**config.mk**
```make
export PLATFORM = sky130hd
export DESIGN_NAME = lom_queue
export DESIGN_NICKNAME = d
export VERILOG_FILES = /design/src/hw/rtl/lom_pkg.sv /design/src/hw/rtl/lom_queue.sv
export SDC_FILE = /design/constraint.sdc
export NUM_CORES = 1
export LEC_CHECK = 0
export BUFFER_PORTS_ARGS = -buffer_cell sky130_fd_sc_hd__buf_2
export CAP_MARGIN = 20
export CORE_UTILIZATION = 47
export CTS_CLUSTER_DIAMETER = 120
export DETAILED_ROUTE_END_ITERATION = 6
export GPL_ROUTABILITY_DRIVEN = 0
export PLACE_DENSITY_LB_ADDON = 0.3
export SYNTH_ARGS = -nofsm -noshare
export SYNTH_HDL_FRONTEND = slang
export SYNTH_SLANG_ARGS = --single-unit
```
**constraint.sdc**
```tcl
create_clock -name i_clk -period 5.95 [get_ports i_clk]
set_input_delay 1.19 -clock i_clk [delete_from_list [all_inputs] [get_ports i_clk]]
set_output_delay 1.19 -clock i_clk [all_outputs]
set_load 0.02 [all_outputs]
```
**src/hw/rtl/lom_pkg.sv**
```systemverilog
// Package for the lidar occupancy marker: payload types, codes, constants.
// No dependencies; used by every module of the block.
package lom_pkg;

    localparam int MAP_WIDTH  = 256;
    localparam int MAP_HEIGHT = 256;
    localparam int ROW_W      = $clog2(MAP_HEIGHT);
    localparam int COL_W      = $clog2(MAP_WIDTH);
    localparam int ADDR_W     = ROW_W + COL_W;
    localparam int CELLS      = MAP_WIDTH * MAP_HEIGHT;
    localparam int QDEPTH     = 2;

    localparam logic [1:0] MODE_MARK = 2'd0;
    localparam logic [1:0] MODE_READ = 2'd1;

    localparam logic [2:0] ST_WRITTEN = 3'd0;
    localparam logic [2:0] ST_TOO_FAR = 3'd1;
    localparam logic [2:0] ST_OFF_MAP = 3'd2;
    localparam logic [2:0] ST_READ    = 3'd3;
    localparam logic [2:0] ST_CLEARED = 3'd4;

    localparam logic [2:0] REG_MAX_RANGE = 3'd0;
    localparam logic [2:0] REG_START     = 3'd1;
    localparam logic [2:0] REG_STEP      = 3'd2;
    localparam logic [2:0] REG_ORIGIN_X  = 3'd3;
    localparam logic [2:0] REG_ORIGIN_Y  = 3'd4;
    localparam logic [2:0] REG_CELL_SIZE = 3'd5;
    localparam logic [2:0] REG_OCCUPIED  = 3'd6;
    localparam logic [2:0] REG_UNKNOWN   = 3'd7;

    typedef struct packed {
        logic [1:0]         mode;
        logic [9:0]         beam_index;
        logic [15:0]        beam_depth;
        logic [15:0]        heading;
        logic signed [23:0] pose_x;
        logic signed [23:0] pose_y;
        logic [7:0]         read_row;
        logic [7:0]         read_col;
    } t_in;

    typedef struct packed {
        logic [2:0] status;
        logic [7:0] cell_row;
        logic [7:0] cell_col;
        logic [7:0] cell_value;
    } t_out;

    typedef enum logic [1:0] {
        K_MARK, K_READ, K_CLEAR, K_DONE
    } t_kind;

    // Classified command between front and back
    typedef struct packed {
        t_kind              kind;
        logic [2:0]         status;
        logic [15:0]        angle;
        logic [15:0]        depth;
        logic signed [23:0] pose_x;
        logic signed [23:0] pose_y;
        logic [7:0]         row;
        logic [7:0]         col;
    } t_cmd;

    typedef struct packed {
        logic [15:0]        max_range;
        logic [15:0]        start_angle;
        logic [15:0]        angle_step;
        logic signed [23:0] origin_x;
        logic signed [23:0] origin_y;
        logic [15:0]        cell_size;
        logic [7:0]         occupied_value;
        logic [7:0]         unknown_value;
    } t_cfg;

    typedef enum logic [3:0] {
        S_IDLE, S_CORDIC, S_MUL, S_SUM, S_DIVSET, S_DIV, S_CHECK,
        S_WRITE, S_RDREQ, S_RDWAIT, S_CLEAR, S_OUT
    } t_state;

    function automatic logic signed [20:0] atan_lut(input logic [3:0] i);
        logic signed [20:0] v;
        case (i)
            4'd0:  v = 21'sd131072;
            4'd1:  v = 21'sd77376;
            4'd2:  v = 21'sd40884;
            4'd3:  v = 21'sd20753;
            4'd4:  v = 21'sd10417;
            4'd5:  v = 21'sd5213;
            4'd6:  v = 21'sd2607;
            4'd7:  v = 21'sd1304;
            4'd8:  v = 21'sd652;
            4'd9:  v = 21'sd326;
            4'd10: v = 21'sd163;
            4'd11: v = 21'sd81;
            4'd12: v = 21'sd41;
            4'd13: v = 21'sd20;
            4'd14: v = 21'sd10;
            default: v = 21'sd5;
        endcase
        return v;
    endfunction

endpackage

```
**src/hw/rtl/lom_queue.sv**
```systemverilog
// Short queue between front and back ends.
// Depends on lom_pkg.
module lom_queue (
    input  logic           i_clk,
    input  logic           i_rst_n,
    input  logic           i_valid,
    output logic           o_stall,
    input  lom_pkg::t_cmd  i_cmd,
    output logic           o_valid,
    input  logic           i_stall,
    output lom_pkg::t_cmd  o_cmd
);
    localparam int PW = $clog2(lom_pkg::QDEPTH);
    lom_pkg::t_cmd r_mem [lom_pkg::QDEPTH];
    logic [PW-1:0] r_wp, r_rp;
    logic [PW:0]   r_cnt;
    logic          w_push, w_pop;

    assign o_stall = (r_cnt == (PW+1)'(lom_pkg::QDEPTH));
    assign o_valid = (r_cnt != '0);
    assign o_cmd   = r_mem[r_rp];
    assign w_push  = i_valid && !o_stall;
    assign w_pop   = o_valid && !i_stall;

    // Advance pointers and count
    always_ff @(posedge i_clk) begin
        if (!i_rst_n) begin
            r_wp  <= '0;
            r_rp  <= '0;
            r_cnt <= '0;
        end else begin
            if (w_push) r_wp <= r_wp + 1'b1;
            if (w_pop)  r_rp <= r_rp + 1'b1;
            r_cnt <= r_cnt + (PW+1)'(w_push) - (PW+1)'(w_pop);
        end
        if (w_push) r_mem[r_wp] <= i_cmd;
    end
endmodule

```
==> qor.yml <==
status:
  status: "finished clean"
power:
  pwr-share-comb_pct: 28.5
  clock_power_share_pct: 26.6
  powerDensity_nw_per_um2: 458
  seq_power_share_pct: 44.9
  ir_drop_v: 0.000330
  power.total_mw: 4.47
  leakage_nw: 3.84
  internal_power_mw: 3.16
  p_switching_mw: 1.32
  switching_share_pct: 29.4
timing:
  fin_skew_ns: 0.0122
  setup_viol: 0
  worst_pin_slew_ns: 1.07
  finalHoldViolCount: 0
  final.setup.tns_ns: 0
  rsz0062_at_grt: "no"
  min_period_ns: 3.82
  relSlewSlack_pct: 28.6
  fmax_mhz: 262
  timing.final.crit_share_pct: 64.2
  report.final.slew_viol_count: 0
clock_network:
  cts-buffers-inserted: 21
  clk_latency_ns: 0.48
  postCtsHoldBufs: 0
  post_cts_buffers: 0
  clkTransAtPathRegs_ns: 0.06
  htreeDepth: 1
  cts_root_buf: "clkbuf_16"
  cts_tree: "yes"
  cts_sinks: 207
  clock_path_buffers: 3
  postCtsResizedCells: 0
logic_synthesis:
  synth_area_leaders: "edfxtp_1 (76%), mux2_4 (17%), buf_12 (2.3%)"
  yosysSeqAreaShare_pct: 77.2
  syn_inst: 341
  ys_seq_elements: 207
  syn_avg_cell_area_sq_um: 23.4
  synth_cell_types: 19
  synth_top_area_share_pct: 75.9
  synth.cell_area_sq_um: 7990
  synth_top_area_cell: "edfxtp_1"
  yosysWarnings: 0
  syn_nets: 448
floorplanning:
  core_area_sq_um: 16600
  die_w_um: 132
  die_y_um: 132
  io_pins: 208
  rows: 47
  die_area_sq_um: 17500
  initial_core_util_pct: 48.2
worst_hold_path:
  hp-start: "r_rp"
  worstHoldPathType: "reg2reg"
setup_path:
  cp-start-kind: "flip-flop"
  cp.required_ns: 4.76
  end_kind: "output port"
  endpoint: "o_cmd[95]"
  ff2ff_path_depth: 3
  critPathMaxFanout: 57
  worst_ep_arrival_time_ns: 2.63
  worstSetupPathType: "reg2out"
  regToRegEndpoint: "r_mem[1][29]"
  r2r-start: "r_cnt[0]"
  rrSetupSlack_ns: 3.66
cells_and_area:
  area_delta_synth_final_pct: 22.4
  finish.instance_area_sq_um: 9780
  layout-drive-gt1-share_pct: 59.3
  nNetsFinal: 672
  layout_common_cells: "buf_2 (207), edfxtp_1 (202), mux2_4 (90)"
  fin_cells: 799
  layout_commonest_cell: "buf_2"
  n_fill_cell: 1288
global_routing:
  track_usage_pct: 15.5
  grt_pass1_vias: 4138
  grt_overflow: 0
  grt_max_degree: 69
  antenna_found_initial: 1
  grt_pass1_wl_mm: 21.1
drt:
  remaining_drc_errors: 0
  ant_nets: 0
  finalWirelength_mm: 13.7
  vias_per_cell: 4.87
  wl_per_cell_um: 17.2
  drtIter0Drc: 255
  first_pass_iters: 4
  vias: 3888
placed_design:
  dp_hpwl_mm: 8.95
  numPortBuffers: 207
  dp.cells: 762
  place_area_sq_um: 9160
run:
  cap_violations: 0
==> sequential cells by signal (all words and copies together) (netlist names), named ones only <==
register  flops
r_rp          1
r_cnt         2
r_wp          1
r_mem       202
==> power by group through the flow <==
stage,sequential (mW),combinational (mW),clock (mW)
finish,2.01,1.27,1.19
global route,2.04,1.35,1.28
CTS,2.02,1.29,1.22
detailed placement,2.05,1.29,0
global placement,2.03,1.27,0
floorplan,1.97,1.06,0
==> kinds of logic after synthesis <==
kind of cell	Yosys count	synth area share, %
DFF	207	77.2
xor gates and xnor gates	1	0.110
buffers and inverters	13	2.55
adders and majority gates	2	0.313
muxes	104	18.8
and+or+nand+nor	14	1.03
==> cell usage after synthesis, drive strengths merged <==
cell type,n
and2,1
and3,1
and3b,1
buf,11
dfxtp,5
edfxtp,202
ha,2
inv,2
mux2,101
mux2i,3
nand2,4
nand2b,3
nor2,2
nor2b,1
or2,1
xor2,1
==> area by class of cell <==
class,count,area (sq um),share of cell area [%]
clock inverter,11,77.6,0.793
tap,220,275,2.81
timing repair buffer,212,1070,11.0
antenna,1,2.50,0.0256
clock buffer,25,541,5.53
inverter,2,7.51,0.0768
multi-input combinational,121,1630,16.7
sequential,207,6170,63.1
==> metrics by stage <==
stage                     utilization [%]  hold slack (ns)  worst slack (ns)
after floorplan                         -            0.452              1.60
after global placement               55.2            0.453              2.59
after detailed placement             55.2            0.472              2.53
after CTS                            59.0            0.482              2.01
after global routing                 59.0            0.504              1.96
final                                59.0            0.477              2.13
==> critical path, stage by stage (launching register included) <==
cell and delay [ns]:
dfxtp_4 1.03, buf_4 0.55, mux2_2 0.40, buf_2 0.16
==> routing by layer <==
metal / track usage [%] / vias to the layer above / routed length, um
li1: - / 1797 / -
met1: 18.3 / 1913 / 5450
met2: 27.3 / 156 / 6910
met3: 4.46 / 22 / 1110
met4: 4.98 / 0 / 260
met5: 0 / - / 0
==> worst min path at each step <==
stage | to | slack [ns] | cells after the start
floorplan | flip-flop | 0.45 | 2
global placement | flip-flop | 0.45 | 2
detailed placement | flip-flop | 0.47 | 2
CTS | flip-flop | 0.48 | 2
global route | flip-flop | 0.50 | 2
finish | flip-flop | 0.48 | 2
Note: power is estimated with default switching activity, not from simulation.
