==> src/hw/rtl/lom_pkg.sv <==
// Package for the lidar occupancy marker: payload types, codes, constants.
// No dependencies; used by every module of the block.
package lom_pkg;

    localparam int MAP_WIDTH  = 256;
    localparam int MAP_HEIGHT = 256;
    localparam int ROW_W      = $clog2(MAP_HEIGHT);
    localparam int COL_W      = $clog2(MAP_WIDTH);
    localparam int ADDR_W     = ROW_W + COL_W;
    localparam int CELLS      = MAP_WIDTH * MAP_HEIGHT;
    localparam int QDEPTH     = 2;

    localparam logic [1:0] MODE_MARK = 2'd0;
    localparam logic [1:0] MODE_READ = 2'd1;

    localparam logic [2:0] ST_WRITTEN = 3'd0;
    localparam logic [2:0] ST_TOO_FAR = 3'd1;
    localparam logic [2:0] ST_OFF_MAP = 3'd2;
    localparam logic [2:0] ST_READ    = 3'd3;
    localparam logic [2:0] ST_CLEARED = 3'd4;

    localparam logic [2:0] REG_MAX_RANGE = 3'd0;
    localparam logic [2:0] REG_START     = 3'd1;
    localparam logic [2:0] REG_STEP      = 3'd2;
    localparam logic [2:0] REG_ORIGIN_X  = 3'd3;
    localparam logic [2:0] REG_ORIGIN_Y  = 3'd4;
    localparam logic [2:0] REG_CELL_SIZE = 3'd5;
    localparam logic [2:0] REG_OCCUPIED  = 3'd6;
    localparam logic [2:0] REG_UNKNOWN   = 3'd7;

    typedef struct packed {
        logic [1:0]         mode;
        logic [9:0]         beam_index;
        logic [15:0]        beam_depth;
        logic [15:0]        heading;
        logic signed [23:0] pose_x;
        logic signed [23:0] pose_y;
        logic [7:0]         read_row;
        logic [7:0]         read_col;
    } t_in;

    typedef struct packed {
        logic [2:0] status;
        logic [7:0] cell_row;
        logic [7:0] cell_col;
        logic [7:0] cell_value;
    } t_out;

    typedef enum logic [1:0] {
        K_MARK, K_READ, K_CLEAR, K_DONE
    } t_kind;

    // Classified command between front and back
    typedef struct packed {
        t_kind              kind;
        logic [2:0]         status;
        logic [15:0]        angle;
        logic [15:0]        depth;
        logic signed [23:0] pose_x;
        logic signed [23:0] pose_y;
        logic [7:0]         row;
        logic [7:0]         col;
    } t_cmd;

    typedef struct packed {
        logic [15:0]        max_range;
        logic [15:0]        start_angle;
        logic [15:0]        angle_step;
        logic signed [23:0] origin_x;
        logic signed [23:0] origin_y;
        logic [15:0]        cell_size;
        logic [7:0]         occupied_value;
        logic [7:0]         unknown_value;
    } t_cfg;

    typedef enum logic [3:0] {
        S_IDLE, S_CORDIC, S_MUL, S_SUM, S_DIVSET, S_DIV, S_CHECK,
        S_WRITE, S_RDREQ, S_RDWAIT, S_CLEAR, S_OUT
    } t_state;

    function automatic logic signed [20:0] atan_lut(input logic [3:0] i);
        logic signed [20:0] v;
        case (i)
            4'd0:  v = 21'sd131072;
            4'd1:  v = 21'sd77376;
            4'd2:  v = 21'sd40884;
            4'd3:  v = 21'sd20753;
            4'd4:  v = 21'sd10417;
            4'd5:  v = 21'sd5213;
            4'd6:  v = 21'sd2607;
            4'd7:  v = 21'sd1304;
            4'd8:  v = 21'sd652;
            4'd9:  v = 21'sd326;
            4'd10: v = 21'sd163;
            4'd11: v = 21'sd81;
            4'd12: v = 21'sd41;
            4'd13: v = 21'sd20;
            4'd14: v = 21'sd10;
            default: v = 21'sd5;
        endcase
        return v;
    endfunction

endpackage

==> src/hw/rtl/lom_front.sv <==
// Front end: accepts transactions, checks range, forms the beam angle.
// Depends on lom_pkg.
module lom_front (
    input  logic           i_clk,
    input  logic           i_rst_n,
    input  logic           i_valid,
    output logic           o_stall,
    input  lom_pkg::t_in   i_data,
    input  lom_pkg::t_cfg  i_cfg,
    output logic           o_valid,
    input  logic           i_stall,
    output lom_pkg::t_cmd  o_cmd
);
    lom_pkg::t_cmd r_cmd, n_cmd;
    logic          r_valid;
    logic [25:0]   w_prod;

    assign o_stall = r_valid && i_stall;
    assign o_valid = r_valid;
    assign o_cmd   = r_cmd;
    assign w_prod  = i_data.beam_index * i_cfg.angle_step;

    // Classify the incoming transaction
    always_comb begin
        n_cmd        = '0;
        n_cmd.kind   = lom_pkg::K_MARK;
        n_cmd.depth  = i_data.beam_depth;
        n_cmd.pose_x = i_data.pose_x;
        n_cmd.pose_y = i_data.pose_y;
        n_cmd.angle  = i_cfg.start_angle + w_prod[15:0] + i_data.heading;
        if (i_data.mode[1]) begin
            n_cmd.kind = lom_pkg::K_CLEAR;
        end else if (i_data.mode == lom_pkg::MODE_READ) begin
            n_cmd.kind = lom_pkg::K_READ;
            n_cmd.row  = i_data.read_row;
            n_cmd.col  = i_data.read_col;
            if (32'(i_data.read_row) >= 32'(lom_pkg::MAP_HEIGHT) ||
                32'(i_data.read_col) >= 32'(lom_pkg::MAP_WIDTH)) begin
                n_cmd.kind   = lom_pkg::K_DONE;
                n_cmd.status = lom_pkg::ST_OFF_MAP;
                n_cmd.row    = '0;
                n_cmd.col    = '0;
            end
        end else if (i_data.beam_depth > i_cfg.max_range) begin
            n_cmd.kind   = lom_pkg::K_DONE;
            n_cmd.status = lom_pkg::ST_TOO_FAR;
        end
    end

    // Hold the classified command until the queue takes it
    always_ff @(posedge i_clk) begin
        if (!i_rst_n) begin
            r_valid <= 1'b0;
        end else if (!o_stall) begin
            r_valid <= i_valid;
        end
        if (!o_stall && i_valid) begin
            r_cmd <= n_cmd;
        end
    end
endmodule

==> config.mk <==
export PLATFORM = sky130hd
export DESIGN_NAME = lom_front
export DESIGN_NICKNAME = d
export VERILOG_FILES = /design/src/hw/rtl/lom_pkg.sv /design/src/hw/rtl/lom_front.sv
export SDC_FILE = /design/constraint.sdc
export NUM_CORES = 1
export LEC_CHECK = 0
export ABC_AREA = 1
export BUFFER_PORTS_ARGS = -buffer_cell sky130_fd_sc_hd__buf_2
export CAP_MARGIN = 20
export CORE_UTILIZATION = 45
export CTS_CLUSTER_SIZE = 12
export DETAILED_ROUTE_END_ITERATION = 8
export MAX_ROUTING_LAYER = met4
export PLACE_DENSITY = 0.73
export SYNTH_ARGS = -nofsm -noshare
export SYNTH_HDL_FRONTEND = slang
export SYNTH_SLANG_ARGS = --single-unit
==> constraint.sdc <==
create_clock -name i_clk -period 18.05 [get_ports i_clk]
set_clock_uncertainty 0.2 [all_clocks]
set_input_delay 2.7075 -clock i_clk [delete_from_list [all_inputs] [get_ports i_clk]]
set_output_delay 2.7075 -clock i_clk [all_outputs]
set_load 0.05 [all_outputs]
==> impl_metrics.tcl, run 1 <==
set metrics [dict create \
    p_sw_mw 0.616 \
    cp-endpoint "o_cmd[94]" \
    cts_tree "done" \
    rsz0062_at_grt "false" \
    critPathArrivalTime_ns 6.99 \
    setup_viol 0 \
    finalNonFillerCells 1270 \
    core-area_um2 16800 \
    dr.pass1.iters 4 \
    clkLatencyLatePin_ns 0.34 \
    drt.antenna.violating_nets 0 \
    synth.ff_latch_count 100 \
    seq_area_um2 2990 \
    startpoint "i_data[97]" \
    grt-ovfl-total 0 \
    cts_made_buffers 9 \
    synth.distinct_cells 29 \
    final.min_clock_period_ns 7.10 \
    avgSynthCellArea_um2 9.89 \
    die_w_um 134 \
    dr_total_vias 5831 \
    fill_cells 1469 \
    die_area_um2 18000 \
    rows 47 \
    drc 0 \
    pwr-share-comb_pct 60.7 \
    p_per_area_nw_per_um2 140 \
    cp-end-kind "flip-flop" \
    cts_resized 0 \
    dr.first_iter.drc_count 243 \
    crit_fanout 16 \
    port_buffers 260 \
    final_util_pct 57.2 \
    grt_util_met3_pct 3.74 \
    clk_pin_slew_ns 0.07 \
    pwr-share-clk_pct 14.7 \
    p_leak_nw 5.29 \
    root_buffer "clkbuf_16" \
    dp_hpwl_mm 15.2 \
    drive_above_1_share_pct 27.1 \
    area_growth_pct 22.6 \
    use_met2_pct 39.7 \
    place_area_um2 9290 \
    fin_nets 1427 \
    synthCells 793 \
    wire_per_inst_um 14.6 \
    ys_warn_count 0 \
    fin_ws_ns 10.95 \
    r2r-end "o_cmd[44]" \
    clkSinkCount 100 \
    hold_class "reg2reg" \
    maxSlewHeadroom_pct 37.8 \
    htreeDepth 3 \
    sequentialPowerShare_pct 24.7 \
    die_y_um 134 \
    intPower_mw 0.730 \
    grt_start_max_net_pins 70 \
    grt_use_total_pct 21.9 \
    dp_slack_ns 10.59 \
    gp_congestion 0.864 \
    synth_area_um2 7840 \
    rrSetupSlack_ns 15.45 \
    hold_buffers 0 \
    cts_setup_buffers 0 \
    worstMarginPinSlew_ns 0.931 \
    antenna_found_initial 4 \
    min_period_over_period_pct 39.3 \
    routed_wl_mm 18.5 \
    power_mw 1.35 \
    worstSetupStartpointType "input port" \
    r2r_start "o_valid" \
    post-place-cells 1250 \
    peakVddDrop_uv 114 \
    clockBufferDepth 2 \
    finalHoldViolations 0 \
    worstRegToRegCells 4 \
    grtUsageMet1_pct 24.3 \
    postLayoutCellArea_um2 9610 \
    holdWs_ns 0.297 \
    maxSlewViolCount 0 \
    multi_input_area_um2 3850 \
    clock.fmax_mhz 141 \
    final.setup.tns_ns 0 \
    io_pins 343 \
    ys_seq_area_share_pct 38.2 \
    busiest_layer "met2" \
    path_class "in2reg" \
    vias_per_cell 4.59 \
    grt_pass1_wl_mm 29.1 \
    grt_pass1_vias 5804 \
    p_sw_share_pct 45.8 \
    outcome "complete, no violations" \
    cp.required_ns 17.95 \
    drv_cap 0 \
    start_util_pct 46.6 \
]
[kinds of logic after synthesis]
kind of cell,Yosys count,share of synthesized area [%]
AOI/OAI and AO/OA,28,2.07
xor gates and xnor gates,11,1.23
adders and majority gates,146,32.8
buffers and inverters,256,12.9
DFF,100,38.2
other,1,0.0478
and+or+nand+nor,251,12.8
[placed cells by master, fill, tap and decap left out, types with 2 or more instances in the layout]
master     count
a21oi_1       17
buf_2        260
clkbuf_16      9
clkinv_8       2
conb_1         2
diode_2        4
edfxtp_1      99
fa_1          99
ha_1          47
inv_1        231
inv_8          2
nand2_1      188
nand2_2        4
nand3_1       23
nand3b_1       3
nand4_1        2
nor2_1        28
o21ai_0        4
xnor2_1        5
xor2_1         6
[power by group through the flow]
stage / combinational (mW) / sequential [mW] / clock [mW]
floorplan: 0.536 / 0.440 / 0
global placement: 0.801 / 0.336 / 0
detailed placement: 0.816 / 0.338 / 0
CTS: 0.823 / 0.332 / 0.202
global route: 0.926 / 0.335 / 0.210
finish: 0.817 / 0.332 / 0.198
[worst min-delay path by stage]
stage	to	depth (start not counted)	start
floorplan	o_valid	2	o_valid
global placement	o_valid	2	o_valid
detailed placement	o_valid	2	o_valid
CTS	o_valid	2	o_valid
global route	o_valid	2	o_valid
finish	o_valid	2	o_valid
[final cells by class]
cell class              count  area share [%]
clock buffers               9            2.34
well taps                 220            2.86
inverters                 231            9.02
repair buffers            261            13.6
flip-flops and latches    100            31.1
diodes                      4           0.104
clock inverters             7           0.924
multi-input cells         438            40.0
[critical path, stage by stage]
cell     delay, ns
buf_2         0.30
nand2_1       0.13
fa_1          0.58
fa_1          0.46
fa_1          0.54
inv_1         0.05
fa_1          0.47
inv_1         0.05
fa_1          0.47
inv_1         0.04
ha_1          0.36
nand2_1       0.12
o21a_1        0.20
nand2_1       0.11
nand2_1       0.07
nor2_1        0.13
a21oi_1       0.09
xnor2_1       0.12
[flip-flops by register name, summed over array words and instances (netlist names)]
signal,cells
o_valid,1
o_cmd,99
[synthesized netlist by cell type, drive strengths merged]
library cell | count | area (um2)
xnor2 | 5 | 43.8
o21ai | 5 | 28.8
o21bai | 1 | 7.51
dfxtp | 1 | 20.0
ha | 47 | 588
a221oi | 1 | 8.76
nand4 | 2 | 12.5
a21oi | 17 | 85.1
fa | 99 | 1980
buf | 12 | 97.6
conb | 1 | 3.75
a21boi | 1 | 7.51
edfxtp | 99 | 2970
xor2 | 6 | 52.6
inv | 231 | 867
nor4 | 1 | 6.26
o21a | 1 | 7.51
nand3b | 3 | 22.5
o211ai | 1 | 7.51
a221o | 1 | 10.0
nand3 | 23 | 115
nor2 | 29 | 109
nand2 | 192 | 731
clkbuf | 13 | 48.8
or2 | 1 | 6.26
[routing by layer]
| layer | up-vias | share of wire (%) |
|---|---|---|
| met5 | - | 0 |
| met4 | 0 | 2.3 |
| met3 | 28 | 6.5 |
| met2 | 194 | 53 |
| met1 | 2759 | 38 |
| li1 | 2850 | - |
Note: power is estimated with default switching activity, not from simulation.
==> inputs of run 2 (changes only) <==
- ABC_AREA: 1 -> 0
- CORE_AREA: default -> 2 2 133 135
- CORE_UTILIZATION: 45 -> default
- DIE_AREA: default -> 0 0 135 137
- clock period: 18.05 -> 6.8 ns (I/O delays scaled with it)
==> run 2 against run 1 <==
Against the previous run: hold slack better by 0.18 ns; first-iteration DRC count rose by 16%; wire length barely moved; largest power group unchanged.
==> impl_metrics.tcl, run 2 <==
set metrics [dict create \
    outcome "complete, no violations" \
    clkLatencyLatePin_ns 0.33 \
    die_y_um 137 \
    synth_area_um2 7510 \
    port_buffers 260 \
    setup_viol 0 \
    drv_cap 0 \
    clk_pin_slew_ns 0.06 \
    rows 48 \
    dp_hpwl_mm 15.5 \
    cp.required_ns 6.68 \
    postLayoutCellArea_um2 9330 \
    crit_fanout 15 \
    hold_path_depth 2 \
    drt.antenna.violating_nets 0 \
    async_flop_share_pct 0 \
    grt_use_total_pct 20.8 \
    ys_warn_count 0 \
    die_area_um2 18500 \
    final_common_cell "buf_2" \
    path_class "in2reg" \
    finalNonFillerCells 1113 \
    grt_pass1_wl_mm 28.3 \
    avgSynthCellArea_um2 12.0 \
    synth.distinct_cells 30 \
    rsz0062_at_grt "false" \
    dp_slack_ns 0.945 \
    cts_made_buffers 9 \
    fill_cells 1476 \
    start_util_pct 44.0 \
    drc 0 \
    dr_total_vias 5284 \
    pwr-share-clk_pct 14.2 \
    pwr-share-comb_pct 61.3 \
    fin_ws_ns 1.27 \
    maxSlewHeadroom_pct 33.7 \
    final_cell_mix "buf_2, inv_1, fa_1, edfxtp_1, and2_1" \
    fin_nets 1267 \
    worstMarginPinSlew_ns 0.995 \
    dr.first_iter.drc_count 283 \
    cts_tree "done" \
    p_sw_mw 1.55 \
    worstSetupStartpointType "input port" \
    clock.fmax_mhz 181 \
    min_period_over_period_pct 81.3 \
    p_per_area_nw_per_um2 387 \
    grt_start_max_net_pins 81 \
    cts_setup_buffers 0 \
    seq_area_um2 2990 \
    yosys-top-cells-area "edfxtp_1, fa_1, ha_1" \
    hold_buffers 0 \
    core-area_um2 17100 \
    peakVddDrop_uv 361 \
    gp_congestion 0.890 \
    routed_wl_mm 18.5 \
    multi_input_area_um2 3970 \
    grt_pass1_vias 5402 \
    htreeDepth 3 \
    finalHoldViolations 0 \
    wire_per_inst_um 16.6 \
    synth_top_cell_area_share_pct 39.6 \
    grt-ovfl-total 0 \
    clockBufferDepth 2 \
    critPathArrivalTime_ns 5.40 \
    die_w_um 135 \
    cp-end-kind "flip-flop" \
    synthCells 626 \
    maxSlewViolCount 0 \
    post-place-cells 1095 \
    intPower_mw 2.07 \
    antenna_found_initial 2 \
    worstRegToRegCells 3 \
    largest_register_ff_count 99 \
    final.setup.tns_ns 0 \
    yosysMostFrequentCell "inv_1" \
    ys_top_cells_by_count "inv_1, edfxtp_1, fa_1" \
    clkSinkCount 100 \
    dr.pass1.iters 4 \
    area_growth_pct 24.2 \
    p_sw_share_pct 42.8 \
    ys.flop_type "edfxtp_1" \
    hold_class "reg2reg" \
    synth.ff_latch_count 100 \
    synth-edff-count 99 \
    drive_above_1_share_pct 31.5 \
    rrSetupSlack_ns 4.35 \
    io_pins 343 \
    cts_resized 0 \
    final.min_clock_period_ns 5.53 \
    ys_seq_area_share_pct 39.9 \
    root_buffer "clkbuf_16" \
    place_area_um2 9030 \
    sequentialPowerShare_pct 24.6 \
    p_leak_nw 4.50 \
    synth_largest_area_cell "edfxtp_1" \
    vias_per_cell 4.75 \
]
[run 2: cell count changes after synthesis, moves of 4 or more]
| cell | previous run | this run |
|---|---|---|
| a21o_1 | 0 | 10 |
| a21oi_1 | 17 | 10 |
| and2_1 | 0 | 76 |
| buf_6 | 4 | 0 |
| inv_1 | 231 | 126 |
| nand2_1 | 188 | 61 |
| nand2_2 | 4 | 0 |
| nand3_1 | 23 | 1 |
| nor2_1 | 29 | 10 |
| nor2b_1 | 0 | 5 |
| o21a_1 | 1 | 6 |
| xnor2_1 | 5 | 25 |
[run 2: cell families after synthesis]
kind of cell | Yosys count | share of synthesized area [%]
simple gates | 164 | 11.3
fa+ha+maj | 146 | 34.2
buf+inv | 144 | 7.42
flops | 100 | 39.9
compound gates | 40 | 3.50
xor+xnor | 31 | 3.62
other cells | 1 | 0.0499
[run 2: path summary, 6_finish.rpt]
check	from	end
min	o_valid	o_valid
max	i_data[97]	o_cmd[94]
min reg2reg	o_valid	o_valid
max reg2reg	o_valid	o_cmd[99]
[run 2: worst max-delay path, cell delays in order]
cell	delay (ns)
buf_2	0.26
nand2_1	0.13
fa_1	0.57
fa_1	0.44
fa_1	0.54
inv_1	0.05
fa_1	0.47
inv_1	0.05
fa_1	0.47
inv_1	0.04
ha_1	0.20
nor3_1	0.41
o211ai_1	0.22
o21ai_0	0.20
o21ai_0	0.17
xor2_1	0.16
[run 2: layer usage]
layer / up-vias / routed length (um) / track usage (%)
met5: - / 0 / -
met1: 2553 / 6730 / 23.0
li1: 2466 / - / -
met2: 233 / 9320 / 35.9
met3: 32 / 1900 / 5.96
met4: 0 / 573 / 7.81
[run 2: power groups by stage]
stage	Combinational (mW)	Clock (mW)	Sequential, mW
after detailed placement	2.23	0	0.901
after CTS	2.24	0.522	0.888
after floorplan	1.45	0	1.17
final	2.21	0.512	0.887
after global placement	2.18	0	0.899
after global routing	2.50	0.546	0.894
[run 2: through the flow]
stage | total power [mW] | util [%] | hold slack [ns]
2_1_floorplan | 2.62 | - | 0.919
3_3_place_gp | 3.08 | 52.9 | 0.449
3_5_place_dp | 3.13 | 52.9 | 0.465
4_1_cts | 3.65 | 54.7 | 0.485
5_1_grt | 3.94 | 54.7 | 0.534
6_report | 3.61 | 54.7 | 0.477
[run 2: cell type report]
cell class / instances / share of cell area (%)
multi-input cells: 383 / 42.6
flip-flops and latches: 100 / 32.1
repair buffers: 261 / 14.0
inverters: 126 / 5.07
well taps: 225 / 3.02
clock buffers: 11 / 2.49
clock inverters: 5 / 0.697
diodes: 2 / 0.0536
==> inputs of run 3 (changes only) <==
- CORE_AREA: 2 2 133 135 -> default
- CORE_UTILIZATION: default -> 44
- DIE_AREA: 0 0 135 137 -> default
- PLACE_DENSITY: 0.73 -> 0.76
- clock period: 6.8 -> 4.7 ns (I/O delays scaled with it)
==> run 3 against run 2 <==
Against the previous run: hold slack got worse by 0.15 ns; utilization rose by 7.4 points; largest power group unchanged; the flow now finishes with violations (negative setup slack); flip-flop and latch count did not move; sequential power rose by 44%.
==> impl_metrics.tcl, run 3 (synthesized netlist as in run 2, its figures left out) <==
set metrics [dict create \
    routed_wl_mm 19.2 \
    clk_pin_slew_ns 0.08 \
    cts_made_buffers 9 \
    gp_congestion 0.923 \
    drc 0 \
    min_period_over_period_pct 104 \
    fin_ws_ns -0.168 \
    p_sw_share_pct 40.6 \
    peakVddDrop_uv 443 \
    crit_fanout 5 \
    clockBufferDepth 2 \
    final_common_cell "buf_2" \
    maxSlewViolCount 0 \
    cp-end-kind "flip-flop" \
    p_leak_nw 4.97 \
    drive_above_1_share_pct 43.6 \
    root_buffer "clkbuf_16" \
    die_w_um 133 \
    core-area_um2 16600 \
    dp_slack_ns -0.692 \
    drt.antenna.violating_nets 0 \
    dr.pass1.iters 5 \
    intPower_mw 3.90 \
    pwr-share-comb_pct 69.4 \
    fin_nets 1338 \
    vias_per_cell 4.80 \
    failed_checks "negative setup slack" \
    final_cell_mix "buf_2, inv_1, edfxtp_1" \
    critPathArrivalTime_ns 4.77 \
    power_mw 6.57 \
    grt_pass1_wl_mm 29.9 \
    dr_total_vias 5658 \
    p_sw_mw 2.67 \
    worstRegToRegCells 3 \
    grt-ovfl-total 0 \
    hp-start "i_data[28]" \
    htreeDepth 3 \
    hold_path_depth 1 \
    pwr-share-clk_pct 11.2 \
    die_y_um 133 \
    finalHoldViolations 0 \
    die_area_um2 17600 \
    postLayoutCellArea_um2 10300 \
    clkLatencyLatePin_ns 0.34 \
    fill_cells 1300 \
    place_area_um2 9550 \
    wire_per_inst_um 16.2 \
    clkSinkCount 100 \
    final.min_clock_period_ns 4.87 \
    worstMarginPinSlew_ns 0.925 \
    largest_register_ff_count 99 \
    startpoint "i_data[100]" \
    grt_start_max_net_pins 86 \
    clock.fmax_mhz 205 \
    hold_end "o_cmd[28]" \
    rows 47 \
    cp.required_ns 4.60 \
    maxSlewHeadroom_pct 38.2 \
    area_growth_pct 37.6 \
    grt_pass1_vias 5952 \
    rrSetupSlack_ns 2.77 \
    sequentialPowerShare_pct 19.5 \
    outcome "complete, but fails checks" \
    port_buffers 260 \
    setup_viol 5 \
    antenna_found_initial 2 \
    cts_tree "done" \
    rsz0062_at_grt "true" \
    hold_class "in2reg" \
    dp_hpwl_mm 15.8 \
    worstSetupStartpointType "input port" \
    grt_use_total_pct 23.2 \
    p_per_area_nw_per_um2 636 \
    dr.first_iter.drc_count 221 \
    r2r-end "o_cmd[10]" \
    io_pins 343 \
    path_class "in2reg" \
    drv_cap 0 \
    start_util_pct 45.1 \
    r2r_start "o_valid" \
]
run 3: changes by cell type in the layout (fill, tap and decap cells not counted), moves of 6 or more:
cell	previous run	this run
and2_1	76	63
and2_4	0	13
buf_12	0	6
buf_2	260	244
buf_4	1	59
buf_6	0	20
fa_1	99	87
fa_2	0	12
ha_1	47	39
ha_4	0	7
inv_1	126	113
inv_2	0	13
nand2_1	61	52
nand2_2	0	7
run 3: power groups by stage:
stage	Clock (mW)	Sequential, mW	Combinational, mW
after floorplan	0	1.69	2.28
after global placement	0	1.30	3.90
after detailed placement	0	1.30	4.00
after CTS	0.755	1.28	4.15
after global routing	0.790	1.29	5.01
final	0.735	1.28	4.56
run 3: repair_timing:
action / 4_1_cts / 5_1_grt
gates cloned: 1 / 0
buffers inserted: 3 / 8
endpoints found under the setup margin: 7 / 8
hold buffers: 0 / 0
resized for setup: 46 / 64
pin swaps: 22 / 42
run 3: layout make-up:
| class | instances | area (um2) | area share, % |
|---|---|---|---|
| antenna | 2 | 5.00 | 0.0484 |
| clock buffer | 9 | 225 | 2.18 |
| clock inverter | 7 | 91.3 | 0.884 |
| inverter | 126 | 473 | 4.58 |
| multi-input combinational | 383 | 4200 | 40.6 |
| sequential | 100 | 2990 | 29.0 |
| tap | 220 | 275 | 2.66 |
| timing repair buffer | 332 | 2070 | 20.0 |
run 3: through the flow:
| step | setup TNS [ns] | util [%] | hold slack, ns | cells |
|---|---|---|---|---|
| after CTS | -0.401 | 60.5 | 0.318 | 1170 |
| final | -0.289 | 62.1 | 0.329 | 1179 |
| after global routing | -1.01 | 62.1 | 0.311 | 1179 |
| after detailed placement | -4.84 | 57.4 | 0.463 | 1150 |
| after global placement | -3.98 | 57.4 | 0.445 | 1150 |
| after floorplan | -1.29 | - | 0.604 | 627 |
run 3: worst max path at each step:
stage	cells past startpoint	slack [ns]	end
final	18	-0.17	o_cmd[93]
after global routing	18	-0.30	o_cmd[93]
after CTS	18	-0.15	o_cmd[93]
after detailed placement	17	-0.69	o_cmd[93]
after global placement	17	-0.60	o_cmd[93]
after floorplan	17	-0.43	o_cmd[93]
run 3: worst max-delay path, cell delays in order:
cell	delay (ns)
buf_8	0.11
and2_4	0.15
fa_1	0.54
inv_2	0.04
fa_1	0.52
inv_1	0.05
fa_2	0.42
fa_1	0.49
inv_1	0.05
fa_1	0.49
inv_2	0.04
ha_4	0.21
o21a_1	0.12
o21a_1	0.19
o22a_2	0.25
a21o_1	0.19
a21oi_2	0.12
xnor2_1	0.07
run 3: layer usage:
layer,vias to the layer above,routed length (um),global-route usage (%)
met5,-,0,-
met4,0,768,10.7
met3,46,1120,3.68
met2,240,10500,42.4
met1,2763,6720,24.4
li1,2609,-,-
